<file path="src/rtl/fct_pkg.sv">
`timescale 1ns / 1ps
`default_nettype none
// ----------------------------------------------------------------------------
// fct_pkg: shared types and constants of the framed command tokenizer
// Transaction payloads, operation and status codes, control characters and
// keyword character tables.
// ----------------------------------------------------------------------------
package fct_pkg;

  // Frame store geometry; the read address field is exactly STORE_AW bits wide
  localparam int STORE_DEPTH = 2048;
  localparam int STORE_AW    = $clog2(STORE_DEPTH);
  localparam int INDEX_W     = STORE_AW + 1;

  // Token limit and counter width
  localparam int TOKEN_LIMIT = 15;
  localparam int TOK_W       = $clog2(TOKEN_LIMIT + 1);

  // Keyword lengths and the smallest counts accepted per command
  localparam int KW_CMD_LEN     = 5;
  localparam int KW_TRUE_LEN    = 4;
  localparam int MIN_TOKENS     = 3;
  localparam int MIN_TOKENS_ID  = 5;
  localparam int TRUE_TOKEN     = 4;

  // Control characters
  localparam logic [7:0] CH_NUL = 8'h00;
  localparam logic [7:0] CH_STX = 8'h02;
  localparam logic [7:0] CH_ETX = 8'h03;
  localparam logic [7:0] CH_RS  = 8'h1e;

  // Operation codes
  localparam logic [1:0] OP_BYTE    = 2'd0;
  localparam logic [1:0] OP_HANDLED = 2'd1;
  localparam logic [1:0] OP_READ    = 2'd2;

  // Result kinds
  localparam logic KIND_CMD  = 1'b0;
  localparam logic KIND_READ = 1'b1;

  // Command status codes
  localparam logic [2:0] STAT_QUERY   = 3'd0;
  localparam logic [2:0] STAT_IDENT   = 3'd1;
  localparam logic [2:0] STAT_TOO_FEW = 3'd2;
  localparam logic [2:0] STAT_UNKNOWN = 3'd3;
  localparam logic [2:0] STAT_ABORT   = 3'd4;

  // Keyword match flag bits
  localparam int FLAG_QUERY = 0;
  localparam int FLAG_IDENT = 1;
  localparam int FLAG_TRUE  = 2;

  // Parser mode
  typedef enum logic [1:0] {
    MODE_IDLE    = 2'd0,
    MODE_COLLECT = 2'd1,
    MODE_WAIT    = 2'd2
  } mode_e;

  // Input transaction
  typedef struct packed {
    logic [1:0]  op;
    logic [7:0]  data_byte;
    logic [10:0] read_addr;
  } fct_in_t;

  // Output transaction
  typedef struct packed {
    logic        kind;
    logic [2:0]  status;
    logic        create_account;
    logic [3:0]  token_count;
    logic [10:0] key_start;
    logic [10:0] key_len;
    logic [10:0] server_start;
    logic [10:0] server_len;
    logic [10:0] id_start;
    logic [10:0] id_len;
    logic [7:0]  read_data;
  } fct_out_t;

  // Frame store write command
  typedef struct packed {
    logic                we;
    logic [STORE_AW-1:0] addr;
    logic [7:0]          data;
  } store_wr_t;

  function automatic logic [7:0] query_char(input logic [2:0] pos);
    logic [7:0] c;
    case (pos)
      3'd0:    c = 8'h71;
      3'd1:    c = 8'h75;
      3'd2:    c = 8'h65;
      3'd3:    c = 8'h72;
      3'd4:    c = 8'h79;
      default: c = 8'h00;
    endcase
    return c;
  endfunction

  function automatic logic [7:0] ident_char(input logic [2:0] pos);
    logic [7:0] c;
    case (pos)
      3'd0:    c = 8'h69;
      3'd1:    c = 8'h64;
      3'd2:    c = 8'h65;
      3'd3:    c = 8'h6e;
      3'd4:    c = 8'h74;
      default: c = 8'h00;
    endcase
    return c;
  endfunction

  function automatic logic [7:0] true_char(input logic [2:0] pos);
    logic [7:0] c;
    case (pos)
      3'd0:    c = 8'h74;
      3'd1:    c = 8'h72;
      3'd2:    c = 8'h75;
      3'd3:    c = 8'h65;
      default: c = 8'h00;
    endcase
    return c;
  endfunction

endpackage
`default_nettype wire

</file>
<file path="src/rtl/fct_parser.sv">
`timescale 1ns / 1ps
`default_nettype none
// ----------------------------------------------------------------------------
// fct_parser: frame parser and tokenizer
// Tracks the frame mode, splits payload into tokens, matches keywords,
// records token extents, drives frame store writes and forms command results.
// ----------------------------------------------------------------------------
module fct_parser import fct_pkg::*; (
  input  wire logic      clk_i,
  input  wire logic      rst_ni,
  input  wire logic      accept_i,
  input  wire fct_in_t   item_i,
  output store_wr_t      wr_o,
  output logic           res_valid_o,
  output fct_out_t       res_o
);

  mode_e                mode_q, mode_d;
  logic [INDEX_W-1:0]   wr_idx_q, wr_idx_d;
  logic [TOK_W-1:0]     tokens_q, tokens_d;
  logic [INDEX_W-1:0]   tok_start_q, tok_start_d;
  logic [2:0]           flags_q, flags_d;
  logic [10:0]          ext_start_q [3];
  logic [10:0]          ext_start_d [3];
  logic [10:0]          ext_len_q [3];
  logic [10:0]          ext_len_d [3];

  logic [TOK_W-1:0]     cur_tok;
  logic [INDEX_W-1:0]   pos;
  logic                 full;
  logic [2:0]           flags_close;
  logic [10:0]          ext_start_close [3];
  logic [10:0]          ext_len_close [3];
  logic [TOK_W-1:0]     count;
  logic [2:0]           etx_status;
  logic [7:0]           b;
  logic                 is_byte;
  logic                 abort;
  logic                 is_rs;
  logic                 is_etx;

  assign b       = item_i.data_byte;
  assign is_byte = accept_i && (item_i.op == OP_BYTE);
  assign full    = (wr_idx_q == INDEX_W'(STORE_DEPTH));
  assign abort   = full || (b == CH_NUL);
  assign is_rs   = (b == CH_RS);
  assign is_etx  = (b == CH_ETX);
  assign cur_tok = (tokens_q < TOK_W'(TOKEN_LIMIT)) ? tokens_q : TOK_W'(TOKEN_LIMIT - 1);
  assign pos     = wr_idx_q - tok_start_q;

  // Close the current token: length checks and extent capture
  always_comb begin
    flags_close     = flags_q;
    ext_start_close = ext_start_q;
    ext_len_close   = ext_len_q;
    if (cur_tok == '0) begin
      if (pos != INDEX_W'(KW_CMD_LEN)) begin
        flags_close[FLAG_QUERY] = 1'b0;
        flags_close[FLAG_IDENT] = 1'b0;
      end
    end else if (cur_tok == TOK_W'(TRUE_TOKEN)) begin
      if (pos != INDEX_W'(KW_TRUE_LEN)) begin
        flags_close[FLAG_TRUE] = 1'b0;
      end
    end else if (cur_tok < TOK_W'(TRUE_TOKEN)) begin
      ext_start_close[2'(cur_tok - 1'b1)] = tok_start_q[10:0];
      ext_len_close[2'(cur_tok - 1'b1)]   = pos[10:0];
    end
  end

  // Decide the command status at end of frame
  always_comb begin
    count = (tokens_q < TOK_W'(TOKEN_LIMIT)) ? tokens_q + 1'b1 : TOK_W'(TOKEN_LIMIT);
    if (count < TOK_W'(MIN_TOKENS)) begin
      etx_status = STAT_TOO_FEW;
    end else if (flags_close[FLAG_QUERY]) begin
      etx_status = STAT_QUERY;
    end else if (flags_close[FLAG_IDENT]) begin
      etx_status = (count < TOK_W'(MIN_TOKENS_ID)) ? STAT_TOO_FEW : STAT_IDENT;
    end else begin
      etx_status = STAT_UNKNOWN;
    end
  end

  // Mode next state
  always_comb begin
    mode_d = mode_q;
    if (accept_i) begin
      if (item_i.op == OP_HANDLED) begin
        mode_d = MODE_IDLE;
      end else if (item_i.op == OP_BYTE) begin
        unique case (mode_q)
          MODE_IDLE: begin
            if (b == CH_STX) begin
              mode_d = MODE_COLLECT;
            end
          end
          MODE_COLLECT: begin
            if (abort) begin
              mode_d = MODE_IDLE;
            end else if (is_etx) begin
              mode_d = (etx_status == STAT_QUERY || etx_status == STAT_IDENT) ?
                       MODE_WAIT : MODE_IDLE;
            end
          end
          MODE_WAIT: mode_d = MODE_WAIT;
          default:   mode_d = MODE_IDLE;
        endcase
      end
    end
  end

  // Frame datapath, store writes and results
  always_comb begin
    wr_idx_d    = wr_idx_q;
    tokens_d    = tokens_q;
    tok_start_d = tok_start_q;
    flags_d     = flags_q;
    ext_start_d = ext_start_q;
    ext_len_d   = ext_len_q;
    wr_o        = '0;
    wr_o.addr   = wr_idx_q[STORE_AW-1:0];
    res_valid_o = 1'b0;
    res_o       = '0;

    if (accept_i && item_i.op == OP_READ) begin
      res_valid_o = 1'b1;
      res_o.kind  = KIND_READ;
    end

    if (is_byte && mode_q == MODE_IDLE && b == CH_STX) begin
      // Start a fresh frame
      wr_idx_d    = '0;
      tokens_d    = '0;
      tok_start_d = '0;
      flags_d     = '1;
      for (int i = 0; i < 3; i++) begin
        ext_start_d[i] = '0;
        ext_len_d[i]   = '0;
      end
    end else if (is_byte && mode_q == MODE_COLLECT) begin
      if (abort) begin
        // Drop the frame; store the NUL when there is room
        wr_o.we      = !full;
        wr_o.data    = CH_NUL;
        res_valid_o  = 1'b1;
        res_o.kind   = KIND_CMD;
        res_o.status = STAT_ABORT;
      end else if (is_rs) begin
        wr_o.we  = 1'b1;
        wr_idx_d = wr_idx_q + 1'b1;
        if (tokens_q < TOK_W'(TOKEN_LIMIT)) begin
          wr_o.data   = CH_NUL;
          flags_d     = flags_close;
          ext_start_d = ext_start_close;
          ext_len_d   = ext_len_close;
          tokens_d    = tokens_q + 1'b1;
          tok_start_d = wr_idx_q + 1'b1;
        end else begin
          wr_o.data = b;
        end
      end else if (!is_etx) begin
        // Plain payload byte: advance keyword matches
        wr_o.we   = 1'b1;
        wr_o.data = b;
        wr_idx_d  = wr_idx_q + 1'b1;
        if (cur_tok == '0) begin
          if (!(pos < INDEX_W'(KW_CMD_LEN) && b == query_char(pos[2:0]))) begin
            flags_d[FLAG_QUERY] = 1'b0;
          end
          if (!(pos < INDEX_W'(KW_CMD_LEN) && b == ident_char(pos[2:0]))) begin
            flags_d[FLAG_IDENT] = 1'b0;
          end
        end else if (cur_tok == TOK_W'(TRUE_TOKEN)) begin
          if (!(pos < INDEX_W'(KW_TRUE_LEN) && b == true_char(pos[2:0]))) begin
            flags_d[FLAG_TRUE] = 1'b0;
          end
        end
      end else begin
        // End of frame: close the last token and report
        wr_o.we     = 1'b1;
        wr_o.data   = CH_NUL;
        wr_idx_d    = wr_idx_q + 1'b1;
        flags_d     = flags_close;
        ext_start_d = ext_start_close;
        ext_len_d   = ext_len_close;
        res_valid_o       = 1'b1;
        res_o.kind        = KIND_CMD;
        res_o.status      = etx_status;
        res_o.token_count = count;
        if (etx_status == STAT_QUERY || etx_status == STAT_IDENT) begin
          res_o.key_start    = ext_start_close[0];
          res_o.key_len      = ext_len_close[0];
          res_o.server_start = ext_start_close[1];
          res_o.server_len   = ext_len_close[1];
        end
        if (etx_status == STAT_IDENT) begin
          res_o.create_account = flags_close[FLAG_TRUE];
          res_o.id_start       = ext_start_close[2];
          res_o.id_len         = ext_len_close[2];
        end
      end
    end
  end

  // Control state
  always_ff @(posedge clk_i or negedge rst_ni) begin
    if (!rst_ni) begin
      mode_q      <= MODE_IDLE;
      wr_idx_q    <= '0;
      tokens_q    <= '0;
      tok_start_q <= '0;
      flags_q     <= '1;
    end else begin
      mode_q      <= mode_d;
      wr_idx_q    <= wr_idx_d;
      tokens_q    <= tokens_d;
      tok_start_q <= tok_start_d;
      flags_q     <= flags_d;
    end
  end

  // Token extents, cleared at each frame start
  always_ff @(posedge clk_i) begin
    ext_start_q <= ext_start_d;
    ext_len_q   <= ext_len_d;
  end

endmodule
`default_nettype wire

</file>
<file path="config.mk">
export PLATFORM = sky130hd
export DESIGN_NAME = fct_parser
export DESIGN_NICKNAME = d
export VERILOG_FILES = /design/src/rtl/fct_pkg.sv /design/src/rtl/fct_parser.sv
export SDC_FILE = /design/constraint.sdc
export NUM_CORES = 1
export LEC_CHECK = 0
export ABC_CLOCK_PERIOD_IN_PS = 10500
export BUFFER_PORTS_ARGS = -buffer_cell sky130_fd_sc_hd__buf_4
export CAP_MARGIN = 30
export CORE_MARGIN = 5
export CORE_UTILIZATION = 50
export CTS_BUF_LIST = sky130_fd_sc_hd__clkbuf_16
export DETAILED_ROUTE_END_ITERATION = 16
export PLACE_DENSITY = 0.82
export SLEW_MARGIN = 20
export SYNTH_ARGS = -nofsm -noshare
export SYNTH_HDL_FRONTEND = slang
export SYNTH_SLANG_ARGS = --single-unit
</file>
<file path="constraint.sdc">
create_clock -name clk_i -period 10.5 [get_ports clk_i]
set_input_delay 0.525 -clock clk_i [delete_from_list [all_inputs] [get_ports clk_i]]
set_output_delay 0.525 -clock clk_i [all_outputs]
set_load 0.01 [all_outputs]
</file>
==> results of run 1 <==
-- path summary, 6_finish.rpt --
path | slack, ns | cells past startpoint | end | start
max in group asynchronous | 10.02 | 1 | flags_q[0] | rst_ni
worst max register to register | 6.44 | 10 | ext_len_q[1] | wr_idx_q[0]
min in group clk_i | 0.40 | 2 | mode_q[0] | item_i[19]
worst min-delay path | 0.13 | 1 | wr_idx_q[6] | rst_ni
worst min register to register | 0.45 | 2 | ext_len_q[18] | ext_len_q[18]
worst max-delay path | 5.33 | 12 | res_o[18] | wr_idx_q[0]
-- flip-flops by register name, indices dropped and copies added (netlist names) --
name         flops
ext_start_q     33
tok_start_q     12
wr_idx_q        12
mode_q           2
flags_q          3
tokens_q         4
ext_len_q       33
-- layout make-up --
class	instances	area, µm²	area share
multi-input combinational	754	3990	0.521
sequential	99	2150	0.281
timing repair buffer	121	923	0.121
clock buffer	9	225	0.0294
tap	176	220	0.0287
clock inverter	7	82.6	0.0108
inverter	18	67.6	0.00882
-- routing by layer --
layer	global-route usage	vias to the layer above	wire, µm
li1	-	3318	-
met4	0.0797	0	499
met2	0.387	253	9030
met3	0.0497	41	1390
met1	0.316	3145	8260
met5	0	-	0
-- cells in the final DEF, fill, tap and decap left out, types with 18 or more instances in the layout --
| cell | instances |
|---|---|
| nor2_1 | 85 |
| nand2_1 | 258 |
| buf_4 | 118 |
| dfxtp_1 | 66 |
| inv_1 | 18 |
| a211oi_1 | 26 |
| a21oi_1 | 140 |
| nand3_1 | 37 |
| dfrtp_1 | 30 |
| o21ai_0 | 20 |
-- synth_stat cells (all sizes together) (4+ instances only) --
master  instances  area [µm²]
a211oi         29         233
a21o            6        45.0
a21oi         141         709
a31oi           4        25.0
and2           11        68.8
and3           11        68.8
buf            40         250
clkbuf         47         176
dfrtp          30         751
dfxtp          66        1320
ha             16         200
inv            18        67.6
mux2i           4        40.0
nand2         258         968
nand2b          7        43.8
nand3          38         203
nand4           6        37.5
nor2           89         342
nor3           12        60.1
nor4            5        31.3
nor4b           5        50.0
o21ai          23         115
o22ai           4        25.0
xnor2          16         140
xor2           17         149
-- power breakdown --
group          internal, µW  switching [µW]
clock                   189             156
sequential              385            17.9
combinational          71.4             123
total                   646             298
-- critical path: cells and delay by family (launching register included) --
family                   cells  cell delay [ns]
adder cells (fa/ha/maj)      2             0.66
AND/OR/NAND/NOR              3             1.06
AO/OA/AOI/OAI                4             1.40
XOR/XNOR                     1             0.39
buffers and inverters        2             0.32
flip-flops                   1             0.47
-- through the flow --
step	area, µm²	util	std cells	hold slack [ns]	setup slack [ns]
floorplan	6630	-	958	0.229	6.81
global placement	7320	0.559	1165	0.438	5.79
detailed placement	7320	0.559	1165	0.444	5.80
CTS	7620	0.583	1181	0.128	5.39
global route	7660	0.585	1184	0.147	5.10
finish	7660	0.585	1184	0.130	5.33
-- cells by family after synthesis --
kind of cell	Yosys count	share of synthesized area
muxes	5	0.00777
other	1	0.000568
adders and majority gates	17	0.0334
DFF	99	0.326
xor gates and xnor gates	33	0.0438
buffers and inverters	105	0.0749
and+or+nand+nor	456	0.300
AOI/OAI and AO/OA	235	0.214
==> reports/metrics.csv, run 1 <==
stage,metric,value,unit
setup_path,critical path's largest stage delay,0.83,ns
timing,setup TNS,0,ns
setup_path,Crit path top cell by count,a21oi_1,
drt,via count,6757,
timing,Clock Skew,0.0116,ns
drt,number of detailed-route iterations in the first pass,5,
timing,Final Cycle Share,0.493,
clocking,clock sink count,99,
finish,Diodes inserted,0,
global_routing,Tot GR Track Use,0.238,
timing,Fin. Hold Viols,0,
global_routing,largest net degree at the start of global routing,93,
setup_path,CP Launch Type,flip-flop,
finish,final net count,1044,
clocking,Post-CTS Setup Inserts,0,
timing,final setup violation count,0,
setup_path,CP max stage cell,o311ai_4,
timing,Slew @ Worst Pin,0.997,ns
place,# port buffers,108,
synth,Avg Inst Size Synth,6.94,µm²
finish,Layout fillers,1227,
floorplan,Initial Utilization,0.505,
drt,drt total wl,19200,µm
pwr,P per Cell Area,123,nW/µm²
place,routability-driven placement congestion ratio,0.904,
finish,Area Overhead vs Synth,16.0,%
setup_path,crit-path cells,"inv_1, ha_1, fa_1, nand2b_1, a21oi_1, xnor2_1, nor4b_1, o2111ai_1, or4_1, o311ai_4, a21oi_1, buf_4",
timing,min Tclk post-route,5.17,ns
synth,number of synthesized flops with an enable pin,0,
synth,sequential share of the synthesized area,0.326,
outcome,status,finished clean,
drt,post-route antenna net violation count,0,
global_routing,first-pass GRT wire length,31100,µm
floorplan,num rows,42,
synth,register bit count reported by yosys,99,
drt,Routed WL per cell,16.2,µm
synth,Post-Syn Area,6600,µm²
global_routing,vias in the first global route,6234,
drt,initial drt markers,667,
run,max-cap violations,0,
clocking,TritonCTS clock tree,built,
setup_path,capturing element type of the critical path,output pin,
synth,yosys warns,0,
clocking,root buf cell,clkbuf_16,
floorplan,Core ar.,13100,µm²
global_routing,antenna violations before repair,0,
setup_path,kind of critical path,flip-flop to output pin,
clocking,Resized cells post-CTS,0,
clocking,H-tree Lvls,3,
finish,layout cell share with drive strength beyond 1,0.154,
place,hpwl dp,13300,µm
global_routing,GRT Residual Overflow,0,
setup_path,CP Data Required Time,9.98,ns
synth,Post-synth ARST share,0.333,
timing,RSZ-0062 raised after global routing,no,
drt,DRC violations left,0,
floorplan,io pins,128,
floorplan,Die Ht,125,µm
synth,Yosys cell types,64,
synth,most used flip-flop cell after synthesis,dfxtp_1,
setup_path,"critical path fanouts, max",23,
floorplan,die footprint,15600,µm²
timing,Final Max Slew Viols,0,
synth,Mapped Cells,951,
setup_path,Worst EP arrival,4.65,ns
min_path,HP Class,input port to async pin,
drt,Via density,5.71,
clocking,Max Buffers Root-to-Sink,2,
clocking,CTS clock-pin slew for the worst setup and hold paths,0.07,ns
timing,achievable clock frequency,193,MHz
pwr,peak supply drop,0.0731,mV
pwr,Tot Pwr,943,µW
clocking,# hold bufs at CTS,0,
floorplan,Die W,125,µm
clocking,Inserted Clock Buffers,9,
timing,Slew Limit Headroom,0.335,
clocking,Clock Latency Late Sink,0.35,ns
pwr,LEAKAGE,0.00303,µW
Power figures use the tool's default switching activity.
==> run 2, diff against run 1 <==
--- a/config.mk
+++ b/config.mk
@@ -5,7 +5,7 @@
 export SDC_FILE = /design/constraint.sdc
 export NUM_CORES = 1
 export LEC_CHECK = 0
-export ABC_CLOCK_PERIOD_IN_PS = 10500
+export ABC_CLOCK_PERIOD_IN_PS = 5300
 export BUFFER_PORTS_ARGS = -buffer_cell sky130_fd_sc_hd__buf_4
 export CAP_MARGIN = 30
 export CORE_MARGIN = 5
==> constraint.sdc (replaced) <==
create_clock -name clk_i -period 5.3 [get_ports clk_i]
set_input_delay 0.265 -clock clk_i [delete_from_list [all_inputs] [get_ports clk_i]]
set_output_delay 0.265 -clock clk_i [all_outputs]
set_load 0.01 [all_outputs]
==> run 2 against run 1 <==
Net effect:
- clock power up 89%
- via count increased by 1.2%
- global-route usage rose by 0.65 points
- setup slack worse by 4.8 ns
- critical path depth is 1 higher
- register-to-register slack worse by 4.9 ns
- power is 96% higher
- clock skew about the same
- cell count grew 0.51%
- final area up 0.56%
- combinational power increased by 100%
- critical path type unchanged
- largest cell class unchanged
==> reports/metrics.csv, run 2 (synthesized netlist as in run 1, its figures left out) <==
stage,metric,value,unit,change
finish,layout cell share with drive strength beyond 1,0.159,,was 0.154
global_routing,GRT Residual Overflow,0,,unchanged
drt,post-route antenna net violation count,0,,unchanged
pwr,Clock Power Share,0.353,,was 0.366
setup_path,Levels on crit path,13,,was 12
clocking,clock sink count,99,,unchanged
finish,fin util,0.589,,was 0.585
pwr,peak supply drop,0.162,mV,was 0.0731 mV
floorplan,die footprint,15600,µm²,unchanged
drt,Routed WL per cell,16.4,µm,was 16.2 µm
run,max-cap violations,0,,unchanged
setup_path,CP Data Required Time,5.04,ns,was 9.98 ns
global_routing,antenna violations before repair,0,,unchanged
pwr,Switching Fraction,0.331,,was 0.316
setup_path,capturing element type of the critical path,output pin,,unchanged
outcome,status,finished clean,,unchanged
place,Placed Area,7340,µm²,was 7320 µm²
place,# port buffers,108,,unchanged
floorplan,num rows,42,,unchanged
drt,via count,6835,,"was 6,757"
finish,"commonest non-fill, non-tap cells in the layout","nand2_1 (258), a21oi_1 (140), buf_4 (121)",,"was nand2_1 (258), a21oi_1 (140), buf_4 (118)"
place,hpwl dp,13400,µm,"was 13,300 µm"
setup_path,Setup crit end,res_o[9],,was res_o[18]
pwr,LEAKAGE,0.00305,µW,was 0.00303 µW
clocking,Clock Latency Late Sink,0.36,ns,was 0.35 ns
setup_path,"critical path fanouts, max",16,,was 23
place,routability-driven placement congestion ratio,0.957,,was 0.904
timing,Fin. Hold Viols,0,,unchanged
timing,RSZ-0062 raised after global routing,no,,unchanged
setup_path,CP Launch Type,flip-flop,,unchanged
global_routing,largest net degree at the start of global routing,93,,unchanged
global_routing,vias in the first global route,6079,,"was 6,234"
timing,setup TNS,0,ns,unchanged
timing,worst hold slack,0.137,ns,was 0.130 ns
pwr,power share of the combinational group,0.214,,was 0.207
finish,final net count,1050,,"was 1,044"
setup_path,Crit path top cell by count,buf_4,,was a21oi_1
setup_path,R2R cell count,11,,was 10
floorplan,Die Ht,125,µm,unchanged
timing,Final Cycle Share,0.909,,
setup_path,FF-to-FF End,ext_len_q[23],,was ext_len_q[1]
clocking,TritonCTS clock tree,built,,unchanged
setup_path,crit-path cells,"inv_1, ha_1, fa_1, nand2b_1, a21oi_1, xnor2_1, nor4b_1, o2111ai_1, or4_1, o311ai_4, buf_4, a211oi_1, buf_4",,"was inv_1, ha_1, fa_1, nand2b_1, a21oi_1, xnor2_1, nor4b_1, o2111ai_1, or4_1, o311ai_4, a21oi_1, buf_4"
finish,largest registers,"ext_len_q x33, ext_start_q x33",,unchanged
finish,Diodes inserted,0,,unchanged
clocking,H-tree Lvls,3,,unchanged
global_routing,first-pass GRT wire length,31600,µm,"was 31,100 µm"
timing,Clock Skew,0.0114,ns,was 0.0116 ns
clocking,root buf cell,clkbuf_16,,unchanged
timing,Final Max Slew Viols,0,,unchanged
pwr,Tot Pwr,1850,µW,was 943 µW
setup_path,"CP delay by family, top",compound AO/OA/AOI/OAI gates,,unchanged
finish,Area Overhead vs Synth,16.7,%,was 16.0%
clocking,Max Buffers Root-to-Sink,2,,unchanged
floorplan,Core ar.,13100,µm²,unchanged
finish,"commonest non-fill, non-tap cell in the layout",nand2_1,,unchanged
timing,Slew @ Worst Pin,0.915,ns,was 0.997 ns
timing,min Tclk post-route,4.82,ns,
setup_path,critical path's largest stage delay,0.70,ns,was 0.83 ns
floorplan,Initial Utilization,0.505,,unchanged
drt,DRC violations left,0,,unchanged
setup_path,CP max stage cell,o311ai_4,,unchanged
pwr,P per Cell Area,240,nW/µm²,was 123 nW/µm²
pwr,internal power,1230,µW,was 646 µW
setup_path,kind of critical path,flip-flop to output pin,,unchanged
drt,Via density,5.74,,was 5.71
drt,drt total wl,19600,µm,"was 19,200 µm"
timing,achievable clock frequency,208,MHz,
setup_path,Worst EP arrival,4.55,ns,was 4.65 ns
min_path,HP Class,input port to flip-flop,,was input port to async pin
timing,Slew Limit Headroom,0.388,,was 0.335
clocking,CTS clock-pin slew for the worst setup and hold paths,0.07,ns,about the same
floorplan,io pins,128,,unchanged
pwr,P_sw,612,µW,was 298 µW
setup_path,Buffers & Inverters on Critical Path,3,,was 2
setup_path,worst r2r src,wr_idx_q[0],,unchanged
setup_path,Worst R2R Setup Slack,1.53,ns,was 6.44 ns
clocking,Inserted Clock Buffers,9,,unchanged
timing,final setup violation count,0,,unchanged
drt,number of detailed-route iterations in the first pass,5,,unchanged
pwr,Reg power frac,0.434,,was 0.427
finish,Final Instance Area,7700,µm²,was 7660 µm²
drt,initial drt markers,714,,was 667
setup_path,critical path startpoint,wr_idx_q[0],,unchanged
global_routing,Tot GR Track Use,0.244,,was 0.238
floorplan,Die W,125,µm,unchanged
==> run 2: worst min path at each step <==
stage,startpoint,endpoint,slack (ns),cells past startpoint
after global routing,item_i[19],mode_q[0],0.15,2
after CTS,item_i[19],mode_q[0],0.13,2
final,item_i[19],mode_q[0],0.14,2
after global placement,rst_ni,wr_idx_q[8],0.24,1
after detailed placement,rst_ni,wr_idx_q[8],0.25,1
after floorplan,rst_ni,mode_q[0],-0.03,0
==> run 2: layout make-up <==
class / instances / area, µm²
clock buffer: 9 / 225
clock inverter: 7 / 57.6
fill: 1179 / 5380
inverter: 18 / 67.6
multi-input combinational: 754 / 4000
sequential: 99 / 2150
tap: 176 / 220
timing repair buffer: 127 / 987
==> run 2: stage by stage <==
stage                     std cells  setup WS (ns)
after floorplan                 958           1.87
after global placement         1168           1.00
after detailed placement       1168          0.936
after CTS                      1185          0.544
after global routing           1190          0.222
final                          1190          0.482
==> run 2: layer usage <==
layer  vias to the layer above  wire length [µm]  track usage
li1                       3329                 -            -
met1                      3137              8290        0.326
met2                       319              9050        0.390
met3                        50              1630       0.0515
met4                         0               590       0.0950
met5                         -                 0            0
==> run 2: power by group through the flow <==
stage               clock network (µW)  logic (µW)  registers (µW)
floorplan                            0         289             799
global placement                     0         379             814
detailed placement                   0         382             815
CTS                                655         387             799
global route                       687         430             803
finish                             651         395             801
==> run 2: timing repair <==
action | in CTS | in global routing
hold buffers | 1 | 0
buffers inserted | 0 | 0
gates resized for setup | 0 | 0
endpoints found under the hold margin | 30 | 0
